`src/design/dfae_pkg.sv`:
```
// Package: phase codes, result type and constants of the DNS A-record extractor.
package dfae_pkg;

    typedef enum logic [8:0] {
        PH_HEADER = 9'b0_0000_0001,
        PH_QNAME  = 9'b0_0000_0010,
        PH_QPTR   = 9'b0_0000_0100,
        PH_QTAIL  = 9'b0_0000_1000,
        PH_ANAME  = 9'b0_0001_0000,
        PH_APTR   = 9'b0_0010_0000,
        PH_FIXED  = 9'b0_0100_0000,
        PH_RDATA  = 9'b0_1000_0000,
        PH_DONE   = 9'b1_0000_0000
    } t_phase;

    typedef struct packed {
        logic        found;
        logic [31:0] ipv4_address;
        logic        truncated;
    } t_result;

    localparam logic [7:0]  PTR_MARK     = 8'hC0;
    localparam logic [15:0] A_LENGTH     = 16'd4;
    localparam logic [15:0] TYPE_A       = 16'd1;
    localparam logic [15:0] HDR_LAST     = 16'd11;
    localparam logic [15:0] ANCOUNT_HI   = 16'd6;
    localparam logic [15:0] ANCOUNT_LO   = 16'd7;
    localparam logic [15:0] QTAIL_LAST   = 16'd3;
    localparam logic [15:0] TYPE_HI      = 16'd0;
    localparam logic [15:0] TYPE_LO      = 16'd1;
    localparam logic [15:0] RDLEN_HI     = 16'd8;
    localparam logic [15:0] FIXED_LAST   = 16'd9;

endpackage

```
`src/design/dfae_if.sv`:
```
// Handshake interfaces for message bytes in and extraction results out.
interface dfae_in_if;
    logic       valid;
    logic       ready;
    logic [7:0] msg_byte;
    logic       end_of_msg;

    modport source (output valid, output msg_byte, output end_of_msg, input ready);
    modport sink   (input valid, input msg_byte, input end_of_msg, output ready);
endinterface

interface dfae_out_if;
    logic        valid;
    logic        ready;
    logic        found;
    logic [31:0] ipv4_address;
    logic        truncated;

    modport source (output valid, output found, output ipv4_address, output truncated,
                    input ready);
    modport sink   (input valid, input found, input ipv4_address, input truncated,
                    output ready);
endinterface

```
`src/design/dfae_parser.sv`:
```
// Parser state and per-byte next-state logic; forms the result on the last byte.
module dfae_parser
    import dfae_pkg::*;
(
    input  logic       i_clk,
    input  logic       i_rst_n,
    input  logic       i_step,
    input  logic [7:0] i_byte,
    input  logic       i_last,
    output t_result    o_result
);

    t_phase      r_phase,  n_phase,  s_phase;
    logic [15:0] r_count,  n_count,  s_count;
    logic [15:0] r_answers, n_answers, s_answers;
    logic [7:0]  r_label,  n_label,  s_label;
    logic [15:0] r_type,   n_type,   s_type;
    logic [15:0] r_rdlen,  n_rdlen,  s_rdlen;
    logic [31:0] r_addr,   n_addr,   s_addr;
    logic        r_found,  n_found,  s_found;

    logic        v_is_a;
    logic [15:0] v_ans_dec;
    logic [15:0] v_cnt_inc;
    t_phase      v_ptr_phase;
    t_phase      v_after_phase;

    always_comb begin
        s_phase   = r_phase;
        s_count   = r_count;
        s_answers = r_answers;
        s_label   = r_label;
        s_type    = r_type;
        s_rdlen   = r_rdlen;
        s_addr    = r_addr;
        s_found   = r_found;

        v_is_a        = (r_type == TYPE_A) && (r_rdlen == A_LENGTH);
        v_ans_dec     = r_answers - 16'd1;
        v_cnt_inc     = r_count + 16'd1;
        v_ptr_phase   = (r_phase == PH_QNAME) ? PH_QPTR : PH_APTR;
        v_after_phase = (r_phase == PH_QNAME) ? PH_QTAIL : PH_FIXED;

        unique case (r_phase)
            PH_HEADER: begin
                if (r_count == ANCOUNT_HI) begin
                    s_answers = {i_byte, 8'h00};
                end else if (r_count == ANCOUNT_LO) begin
                    s_answers = {r_answers[15:8], i_byte};
                end
                if (r_count >= HDR_LAST) begin
                    s_phase = PH_QNAME;
                    s_count = '0;
                    s_label = '0;
                end else begin
                    s_count = v_cnt_inc;
                end
            end
            PH_QNAME, PH_ANAME: begin
                if (r_label != 8'd0) begin
                    s_label = r_label - 8'd1;
                end else if (i_byte == 8'd0) begin
                    s_phase = v_after_phase;
                    s_count = '0;
                end else if ((i_byte & PTR_MARK) == PTR_MARK) begin
                    s_phase = v_ptr_phase;
                end else begin
                    s_label = i_byte;
                end
            end
            PH_QPTR: begin
                s_phase = PH_QTAIL;
                s_count = '0;
            end
            PH_APTR: begin
                s_phase = PH_FIXED;
                s_count = '0;
            end
            PH_QTAIL: begin
                if (r_count >= QTAIL_LAST) begin
                    s_phase = (r_answers == 16'd0) ? PH_DONE : PH_ANAME;
                    s_label = '0;
                end else begin
                    s_count = v_cnt_inc;
                end
            end
            PH_FIXED: begin
                if (r_count == TYPE_HI) begin
                    s_type = {i_byte, 8'h00};
                end else if (r_count == TYPE_LO) begin
                    s_type = {r_type[15:8], i_byte};
                end else if (r_count == RDLEN_HI) begin
                    s_rdlen = {i_byte, 8'h00};
                end else if (r_count == FIXED_LAST) begin
                    s_rdlen = {r_rdlen[15:8], i_byte};
                end
                if (r_count >= FIXED_LAST) begin
                    s_count = '0;
                    s_addr  = '0;
                    if (s_rdlen == 16'd0) begin
                        s_answers = v_ans_dec;
                        s_phase   = (v_ans_dec == 16'd0) ? PH_DONE : PH_ANAME;
                        s_label   = '0;
                    end else begin
                        s_phase = PH_RDATA;
                    end
                end else begin
                    s_count = v_cnt_inc;
                end
            end
            PH_RDATA: begin
                if (v_is_a) begin
                    s_addr = {r_addr[23:0], i_byte};
                end
                s_count = v_cnt_inc;
                if (v_cnt_inc >= r_rdlen) begin
                    if (v_is_a) begin
                        s_found = 1'b1;
                        s_phase = PH_DONE;
                    end else begin
                        s_answers = v_ans_dec;
                        s_phase   = (v_ans_dec == 16'd0) ? PH_DONE : PH_ANAME;
                        s_label   = '0;
                    end
                end
            end
            default: begin
            end
        endcase

        o_result.found        = s_found;
        o_result.ipv4_address = s_found ? s_addr : 32'd0;
        o_result.truncated    = (s_phase != PH_DONE);

        if (!i_step) begin
            n_phase   = r_phase;
            n_count   = r_count;
            n_answers = r_answers;
            n_label   = r_label;
            n_type    = r_type;
            n_rdlen   = r_rdlen;
            n_addr    = r_addr;
            n_found   = r_found;
        end else if (i_last) begin
            n_phase   = PH_HEADER;
            n_count   = '0;
            n_answers = '0;
            n_label   = '0;
            n_type    = '0;
            n_rdlen   = '0;
            n_addr    = '0;
            n_found   = 1'b0;
        end else begin
            n_phase   = s_phase;
            n_count   = s_count;
            n_answers = s_answers;
            n_label   = s_label;
            n_type    = s_type;
            n_rdlen   = s_rdlen;
            n_addr    = s_addr;
            n_found   = s_found;
        end
    end

    always_ff @(posedge i_clk) begin
        if (!i_rst_n) begin
            r_phase   <= PH_HEADER;
            r_count   <= '0;
            r_answers <= '0;
            r_label   <= '0;
            r_type    <= '0;
            r_rdlen   <= '0;
            r_addr    <= '0;
            r_found   <= 1'b0;
        end else begin
            r_phase   <= n_phase;
            r_count   <= n_count;
            r_answers <= n_answers;
            r_label   <= n_label;
            r_type    <= n_type;
            r_rdlen   <= n_rdlen;
            r_addr    <= n_addr;
            r_found   <= n_found;
        end
    end

endmodule

```
`src/design/dfae_out_reg.sv`:
```
// Result register driving the output channel.
module dfae_out_reg
    import dfae_pkg::*;
(
    input  logic        i_clk,
    input  logic        i_rst_n,
    input  logic        i_load,
    input  t_result     i_result,
    output logic        o_free,
    dfae_out_if.source  o_res
);

    logic    r_valid, n_valid;
    t_result r_data;

    assign o_free = !r_valid || o_res.ready;

    always_comb begin
        n_valid = r_valid;
        if (o_res.ready) begin
            n_valid = 1'b0;
        end
        if (i_load) begin
            n_valid = 1'b1;
        end
    end

    always_ff @(posedge i_clk) begin
        if (!i_rst_n) begin
            r_valid <= 1'b0;
        end else begin
            r_valid <= n_valid;
        end
    end

    always_ff @(posedge i_clk) begin
        if (i_load) begin
            r_data <= i_result;
        end
    end

    assign o_res.valid        = r_valid;
    assign o_res.found        = r_data.found;
    assign o_res.ipv4_address = r_data.ipv4_address;
    assign o_res.truncated    = r_data.truncated;

endmodule

```
`src/design/dns_first_a_record_extractor_unit.sv`:
```
// Top level: input byte register, parser and result register.
// Output: the result register loads when a last-byte beat leaves the input register.
// Throughput: one byte beat per cycle; the input register stalls only when a
// last-byte beat meets a full result register that is not being drained.
// Reset: synchronous, active low; clears the handshake valids and returns the
// parser to the header phase with all counts and captured fields at zero.
module dns_first_a_record_extractor_unit
    import dfae_pkg::*;
(
    input  logic       i_clk,
    input  logic       i_rst_n,
    dfae_in_if.sink    i_msg,
    dfae_out_if.source o_res
);

    logic       r_in_valid, n_in_valid;
    logic [7:0] r_byte;
    logic       r_last;
    logic       w_free;
    logic       w_fire;
    t_result    w_result;

    assign w_fire      = r_in_valid && (!r_last || w_free);
    assign i_msg.ready = !r_in_valid || w_fire;

    always_comb begin
        n_in_valid = r_in_valid;
        if (w_fire) begin
            n_in_valid = 1'b0;
        end
        if (i_msg.valid && i_msg.ready) begin
            n_in_valid = 1'b1;
        end
    end

    always_ff @(posedge i_clk) begin
        if (!i_rst_n) begin
            r_in_valid <= 1'b0;
        end else begin
            r_in_valid <= n_in_valid;
        end
    end

    always_ff @(posedge i_clk) begin
        if (i_msg.valid && i_msg.ready) begin
            r_byte <= i_msg.msg_byte;
            r_last <= i_msg.end_of_msg;
        end
    end

    dfae_parser u_parser (
        .i_clk    (i_clk),
        .i_rst_n  (i_rst_n),
        .i_step   (w_fire),
        .i_byte   (r_byte),
        .i_last   (r_last),
        .o_result (w_result)
    );

    dfae_out_reg u_out (
        .i_clk    (i_clk),
        .i_rst_n  (i_rst_n),
        .i_load   (w_fire && r_last),
        .i_result (w_result),
        .o_free   (w_free),
        .o_res    (o_res)
    );

endmodule

```
`src/flat_wrapper.sv`:
```
// flat-port wrapper written by rule: the top's interface ports become plain ports
module dns_first_a_record_extractor_unit_flat import dfae_pkg::*;
  (i_clk, i_rst_n, i_msg_valid, i_msg_msg_byte, i_msg_end_of_msg, i_msg_ready, o_res_valid, o_res_found, o_res_ipv4_address, o_res_truncated, o_res_ready);
  dfae_in_if i_msg_i ();
  dfae_out_if o_res_i ();
  input  logic i_clk;
  input  logic i_rst_n;
  input wire logic [$bits(i_msg_i.valid)-1:0] i_msg_valid;
  input wire logic [$bits(i_msg_i.msg_byte)-1:0] i_msg_msg_byte;
  input wire logic [$bits(i_msg_i.end_of_msg)-1:0] i_msg_end_of_msg;
  output wire logic [$bits(i_msg_i.ready)-1:0] i_msg_ready;
  output wire logic [$bits(o_res_i.valid)-1:0] o_res_valid;
  output wire logic [$bits(o_res_i.found)-1:0] o_res_found;
  output wire logic [$bits(o_res_i.ipv4_address)-1:0] o_res_ipv4_address;
  output wire logic [$bits(o_res_i.truncated)-1:0] o_res_truncated;
  input wire logic [$bits(o_res_i.ready)-1:0] o_res_ready;
  assign i_msg_i.valid = i_msg_valid;
  assign i_msg_i.msg_byte = i_msg_msg_byte;
  assign i_msg_i.end_of_msg = i_msg_end_of_msg;
  assign i_msg_ready = i_msg_i.ready;
  assign o_res_valid = o_res_i.valid;
  assign o_res_found = o_res_i.found;
  assign o_res_ipv4_address = o_res_i.ipv4_address;
  assign o_res_truncated = o_res_i.truncated;
  assign o_res_i.ready = o_res_ready;
  dns_first_a_record_extractor_unit u_core (.i_clk(i_clk), .i_rst_n(i_rst_n), .i_msg(i_msg_i), .o_res(o_res_i));
endmodule
```
`config.mk`:
```
export PLATFORM = sky130hd
export DESIGN_NAME = dns_first_a_record_extractor_unit_flat
export DESIGN_NICKNAME = d
export VERILOG_FILES = /design/src/design/dfae_pkg.sv /design/src/design/dfae_if.sv /design/src/design/dfae_parser.sv /design/src/design/dfae_out_reg.sv /design/src/design/dns_first_a_record_extractor_unit.sv /design/src/flat_wrapper.sv
export SDC_FILE = /design/constraint.sdc
export NUM_CORES = 1
export LEC_CHECK = 0
export BUFFER_PORTS_ARGS = -buffer_cell sky130_fd_sc_hd__buf_4
export CORE_ASPECT_RATIO = 1.75
export CORE_MARGIN = 2
export CORE_UTILIZATION = 40
export DETAILED_ROUTE_END_ITERATION = 16
export GPL_ROUTABILITY_DRIVEN = 0
export PLACE_DENSITY = 0.64
export SYNTH_ARGS = -nofsm -noshare
export SYNTH_HDL_FRONTEND = slang
export SYNTH_SLANG_ARGS = --single-unit
export TNS_END_PERCENT = 1
```
`constraint.sdc`:
```
create_clock -name i_clk -period 4.6 [get_ports i_clk]
set_clock_uncertainty 0.2 [all_clocks]
set_input_delay 0.46 -clock i_clk [delete_from_list [all_inputs] [get_ports i_clk]]
set_output_delay 0.46 -clock i_clk [all_outputs]
set_load 0.05 [all_outputs]
```
==> results.toml, run 1 <==
[setup_path]
r2r_slack_ns = 0.35
startpoint_type = "flip-flop"
slowest_stage = "a41oi_2"
crit_family = "compound AO/OA/AOI/OAI gates"
crit_fanout = 15
crit_type = "flip-flop to flip-flop"
end_kind = "flip-flop"
cp_data_arrival_time_ns = 4.41
crit_required_ns = 4.76
crit_chain = "ha_1, and3_1, and3_1, nand3_1, xnor2_1, ha_1, and4_1, a221o_1, o21ai_0, a31oi_1, buf_4, a41oi_2, nand3_1, o31ai_1"
crit_start = "u_core.u_parser.r_count[0]"
cp_num_buf_inv = 1
critical_path.max_stage_delay_ns = 0.57
reg2reg_from = "u_core.u_parser.r_count[0]"

[yosys]
synth_most_common_cell = "dfxtp_1"
ys_types = 76
synth-edff-count = 43
synth_xor_area_share_pct = 3.21
synth_fa_ha_area_share_pct = 3.30
synth_warnings = 0
synth_top_family_by_area = "simple AND/OR/NAND/NOR gates"
syn-num-nets = 1019
synth_top_area_share_pct = 26.6
syn_inst = 983
synth-compound-area-share_pct = 20.3
synth-simple-area-share_pct = 25.9
postSynthAreaPerCell_um2 = 8.87
synth_top_flop_cell = "dfxtp_1"
yosysSeqAreaShare_pct = 41.4
synth_top_area_cell = "dfxtp_1"
synth_mux_area_share_pct = 0.574
ys_async_sr_fraction_pct = 0
yosys_register_bits = 159
synthTopCellsByCount = "116 x dfxtp_1, 90 x a22oi_1, 81 x nor2_1, 66 x nor2b_1, 58 x nand2_1"
netlist_area_um2 = 8720
yosys-top-cells-area = "dfxtp_1 27%, edfxtp_1 15%, a22oi_1 7.7%"

[die]
die_w_um = 116
num_rows = 71
top_level_ports = 49
start_util_pct = 40.7
core_um2 = 21400
die_y_um = 199
dieArea_um2 = 23000

[timing]
fin_setup_tns_ns = 0
rsz0062_at_grt = "no"
period_share_pct = 92.3
finalSetupViolCount = 0
drv_slew = 0
hold_viol = 0
slew_headroom_pct = 45.0
worst_hold_slack_ns = 0.127
fin_crit_ns = 4.25
worstMarginPinSlew_ns = 0.825
fmaxAchievable_mhz = 235

[grt]
grt_antenna_before_repair = 0
grt_remaining_overflow = 0
grt_use_total_pct = 21.5
grt_max_degree = 59
grt_pass1_vias = 7133
grt_pass1_wl_mm = 38.0

[detailed_routing]
num_vias = 7579
dr.first_iter.drc_count = 455
totalWireLength_mm = 24.5
post_drt_via_cell_ratio = 5.78
drt_pass1_iterations = 5
wl_per_cell_um = 18.7
drc = 0
drtAntennaViolNets = 0

[cells_and_area]
diodes = 0
fillCellCount = 2055
multiInputGateArea_um2 = 4660
drive_gt1_share_pct = 12.5
seqCellArea_um2 = 3610
syn_to_final_growth_pct = 14.8
fin_util_pct = 46.8
fin_nets = 1043

[clocking]
cts_tree = "yes"
hold_buffers = 9
cts_sinks = 159
insertion_delay_ns = 0.44
clock_path_buffers = 2
clk_pin_slew_worst_paths_ns = 0.07
cts_buffers = 17
htree_levels = 4
ctsResizeCount = 0
root_buffer = "clkbuf_16"
post_cts.repair.setup_buffers = 0

[pwr]
ir_drop_mv = 0.199
power.density_nw_per_um2 = 307
leakage_uw = 0.00353
fin_total_pwr_uw = 3080

[placement]
port_buffers = 48
place_hpwl_mm = 17.4

[hold_path]
min_path_type = "primary input to flip-flop"
hp-start = "i_msg_valid"

[run_status]
status = "complete, no violations"

[run]
cap_violations = 0
## logic make-up after synthesis
family	after synthesis
AND/OR/NAND/NOR	401
AO/OA/AOI/OAI	252
multiplexers	5
buffers and inverters	111
adder cells (fa/ha/maj)	23
XOR/XNOR	32
flip-flops	159
## worst min-delay path, cell delays in order
cell and delay, ns:
buf_4 0.12, inv_1 0.06, a21boi_0 0.08
## flip-flops by register name, indices dropped and copies added, names as in the netlist
register,flops
u_core.u_parser.r_type,16
u_core.u_parser.r_addr,32
u_core.u_parser.r_answers,16
u_core.u_parser.r_count,16
u_core.r_last,1
u_core.u_parser.r_found,1
u_core.u_parser.r_rdlen,16
u_core.u_parser.r_phase,9
u_core.u_out.o_res.ipv4_address,32
u_core.u_parser.r_label,8
u_core.u_out.o_res.found,1
u_core.r_byte,8
u_core.u_out.o_res.truncated,1
u_core.r_in_valid,1
u_core.u_out.o_res.valid,1
## report_power, final
part	leakage [µW]	internal [µW]	switching [µW]
Sequential	0.00140	1440	10.4
Combinational	0.00184	56.9	105
Clock	0.000291	818	645
Total	0.00353	2320	760
## worst paths after layout
path	endpoint	depth (start not counted)
worst max-delay path	u_core.u_parser.r_answers[3]	14
worst min-delay path	u_core.r_in_valid	3
worst max register to register	u_core.u_parser.r_answers[3]	14
worst min register to register	u_core.u_parser.r_type[7]	2
## per-layer routing
layer	global-route usage [%]	share of wire, %	up-vias
met5	0	0	-
met4	14.6	5.8	0
met3	3.61	3.9	89
met2	39.4	54	229
met1	21.8	36	3602
li1	-	-	3659
## placed cells by master (no fill, tap or decap), types with 5 or more instances in the layout
cell,Yosys,final
inv_1,34,34
xnor2_1,17,17
nand2b_1,8,8
nor3b_1,7,7
buf_4,1,73
nand3b_1,8,8
and3_1,14,14
a31oi_1,19,19
dfxtp_1,116,116
nor2_1,81,81
a22oi_1,90,90
nor3_1,13,13
nand4_1,12,12
a21boi_0,18,18
o21ai_0,32,32
nand3_1,54,54
a21oi_1,22,21
nor4_1,17,17
ha_1,23,23
dlygate4sd3_1,0,9
o31ai_1,12,12
xor2_1,15,15
and2_1,5,5
o211ai_1,10,10
o21ai_1,6,6
edfxtp_1,43,43
o21a_1,5,5
mux2i_1,5,5
nand2_1,58,58
nor2b_1,66,66
or3_1,16,16
or4_1,6,6
clkbuf_16,0,17
a21boi_1,5,5
## layout make-up
type / instances / share of cell area [%]
clock inverter: 15 / 1.77
tap: 292 / 3.65
multi-input combinational: 713 / 46.6
timing repair buffer: 82 / 6.37
inverter: 34 / 1.27
clock buffer: 17 / 4.25
sequential: 159 / 36.1
## stage by stage
stage,area [µm²],std cells,setup WS [ns]
after floorplan,8720,983,0.581
after global placement,9320,1271,0.577
after detailed placement,9320,1271,0.458
after CTS,10000,1312,0.440
after global routing,10000,1312,0.0177
final,10000,1312,0.352
Note: power is estimated with default switching activity, not from simulation.
==> run 2: changes to the inputs <==
--- a/config.mk
+++ b/config.mk
@@ -5,6 +5,7 @@
 export SDC_FILE = /design/constraint.sdc
 export NUM_CORES = 1
 export LEC_CHECK = 0
+export ABC_AREA = 1
 export BUFFER_PORTS_ARGS = -buffer_cell sky130_fd_sc_hd__buf_4
 export CORE_ASPECT_RATIO = 1.75
 export CORE_MARGIN = 2
==> results.toml, run 2 <==
[yosys]
yosysSeqAreaShare_pct = 38.2
ys_async_sr_fraction_pct = 0
synth_top_flop_cell = "dfxtp_1"
postSynthAreaPerCell_um2 = 6.82
netlist_area_um2 = 9460
synth-edff-count = 43
yosys-top-cells-area = "dfxtp_1 25%, nand2_1 14%, edfxtp_1 14%"
syn-num-nets = 1424
synthTopCellsByCount = "348 x nand2_1, 170 x inv_1, 164 x nor2_1, 116 x dfxtp_1, 110 x a21oi_1"
yosys_register_bits = 159
synth_most_common_cell = "nand2_1"
ys_types = 40
synth_top_area_cell = "dfxtp_1"
syn_inst = 1388
synth_warnings = 0
synth_top_area_share_pct = 24.5

[clocking]
insertion_delay_ns = 0.44
post_cts.repair.setup_buffers = 0
clk_pin_slew_worst_paths_ns = 0.06
htree_levels = 4
cts_buffers = 17
clock_path_buffers = 2
cts_tree = "yes"
root_buffer = "clkbuf_16"
cts_sinks = 159

[run]
cap_violations = 0

[detailed_routing]
wl_per_cell_um = 16.7
drtAntennaViolNets = 0
post_drt_via_cell_ratio = 5.38
totalWireLength_mm = 29.2
num_vias = 9392
drt_pass1_iterations = 6
drc = 0
dr.first_iter.drc_count = 506

[grt]
grt_remaining_overflow = 0
grt_antenna_before_repair = 0
grt_pass1_wl_mm = 46.4
grt_pass1_vias = 9212
grt_max_degree = 70
grt_use_total_pct = 23.7

[cells_and_area]
final_common_cell = "nand2_1"
drive_gt1_share_pct = 9.72
diodes = 0
fin_util_pct = 46.4
fin_nets = 1464
fillCellCount = 2443
final_cell_mix = "348 x nand2_1, 169 x inv_1, 160 x nor2_1, 116 x dfxtp_1, 110 x a21oi_1"
syn_to_final_growth_pct = 14.5

[timing]
finalSetupViolCount = 0
hold_viol = 0
fin_crit_ns = 4.23
slew_headroom_pct = 30.1
worstMarginPinSlew_ns = 1.04
fin_ws_ns = 0.371
fin_setup_tns_ns = 0
fmaxAchievable_mhz = 236
drv_slew = 0
period_share_pct = 91.9

[die]
top_level_ports = 49
core_um2 = 23300
start_util_pct = 40.6
die_y_um = 207
dieArea_um2 = 25000
die_w_um = 120
num_rows = 74

[setup_path]
startpoint_type = "flip-flop"
crit_required_ns = 4.58
cp_num_buf_inv = 5
crit_type = "flip-flop to flip-flop"
critical_path.max_stage_delay_ns = 0.42
cp_data_arrival_time_ns = 4.21
cp_common_cell = "nand3_1"
crit_fanout = 6
end_kind = "flip-flop"
crit_chain = "ha_2, inv_1, nor3_2, nand3_1, nor2_1, inv_1, nor3b_2, nand2_1, nor3_1, xor2_1, inv_1, ha_1, nand2_1, inv_1, nand3_1, nor3_2, nand3_1, nand3_1, buf_4, o21ai_0, o21ai_1, nand3_1, nor2_1, nand3_1"
slowest_stage = "dfxtp_1"
crit_family = "simple AND/OR/NAND/NOR gates"

[pwr]
power_frac_clock_pct = 43.2
combPwrFrac_pct = 14.2
leakage_uw = 0.00443
ir_drop_mv = 0.252
p_switching_uw = 1000
power.density_nw_per_um2 = 326
p_seq_share_pct = 42.6
sw_frac_of_total_pct = 28.4
internal-power_uw = 2530

[run_status]
status = "complete, no violations"

[placement]
place_hpwl_mm = 21.2
port_buffers = 48
dp_slack_ns = 0.132

[hold_path]
min_path_type = "primary input to flip-flop"
run 2: power groups by stage:
stage,sequential [µW],combinational (µW),clock (µW)
floorplan,1530,353,0
global placement,1530,481,0
detailed placement,1530,486,0
CTS,1500,496,1550
global route,1510,553,1590
finish,1500,502,1520
run 2: timing repair:
item / CTS / global route
endpoints found under the hold margin: 9 / 0
hold buffers: 9 / 0
resized for setup: 0 / 8
setup endpoints to repair: 0 / 62
run 2: worst paths after layout:
kind | slack [ns] | cells after the start | end | from
setup / recovery | 0.37 | 24 | u_core.u_out.o_res.truncated | u_core.u_parser.r_count[0]
hold / removal | 0.10 | 3 | u_core.r_in_valid | i_msg_valid
setup reg to reg | 0.37 | 24 | u_core.u_out.o_res.truncated | u_core.u_parser.r_count[0]
hold reg to reg | 0.27 | 2 | u_core.u_parser.r_rdlen[10] | u_core.u_parser.r_rdlen[10]
run 2: per-stage QoR:
step,hold WS [ns],total power (µW),std cells,instance area [µm²]
after global routing,0.0967,3650,1745,10800
final,0.103,3530,1745,10800
after global placement,0.250,2020,1704,10100
after CTS,0.0916,3550,1745,10800
after floorplan,0.241,1880,1388,9460
after detailed placement,0.256,2020,1704,10100
run 2: logic make-up after synthesis:
logic type / Yosys count / share of synthesized area [%]
flops: 159 / 38.2
fa+ha+maj: 23 / 3.04
compound gates: 266 / 15.7
xor+xnor: 19 / 1.76
buf+inv: 225 / 9.48
simple gates: 696 / 31.9
run 2: final cells by class:
type | count | area (µm²) | share of cell area, %
clock buffer | 19 | 433 | 4.00
clock inverter | 13 | 188 | 1.73
timing repair buffer | 72 | 576 | 5.31
sequential | 159 | 3610 | 33.4
multi-input combinational | 1004 | 4990 | 46.1
tap | 304 | 380 | 3.51
inverter | 174 | 653 | 6.03
run 2: worst register-to-register path, stage by stage (launching register included):
cell and delay [ns]:
dfxtp_1 0.42, ha_2 0.26, inv_1 0.08, nor3_2 0.20, nand3_1 0.14, nor2_1 0.17
inv_1 0.10, nor3b_2 0.20, nand2_1 0.08, nor3_1 0.19, xor2_1 0.18, inv_1 0.08
ha_1 0.27, nand2_1 0.06, inv_1 0.05, nand3_1 0.09, nor3_2 0.15, nand3_1 0.11
nand3_1 0.18, buf_4 0.17, o21ai_0 0.08, o21ai_1 0.18, nand3_1 0.11, nor2_1 0.11
nand3_1 0.09
run 2: layer usage:
| layer | GRT usage, % | wire length, µm | vias to the layer above |
|---|---|---|---|
| li1 | - | - | 4638 |
| met1 | 23.5 | 10500 | 4358 |
| met2 | 44.2 | 15500 | 290 |
| met3 | 3.49 | 1110 | 106 |
| met4 | 16.4 | 2140 | 0 |
| met5 | 0 | 0 | - |
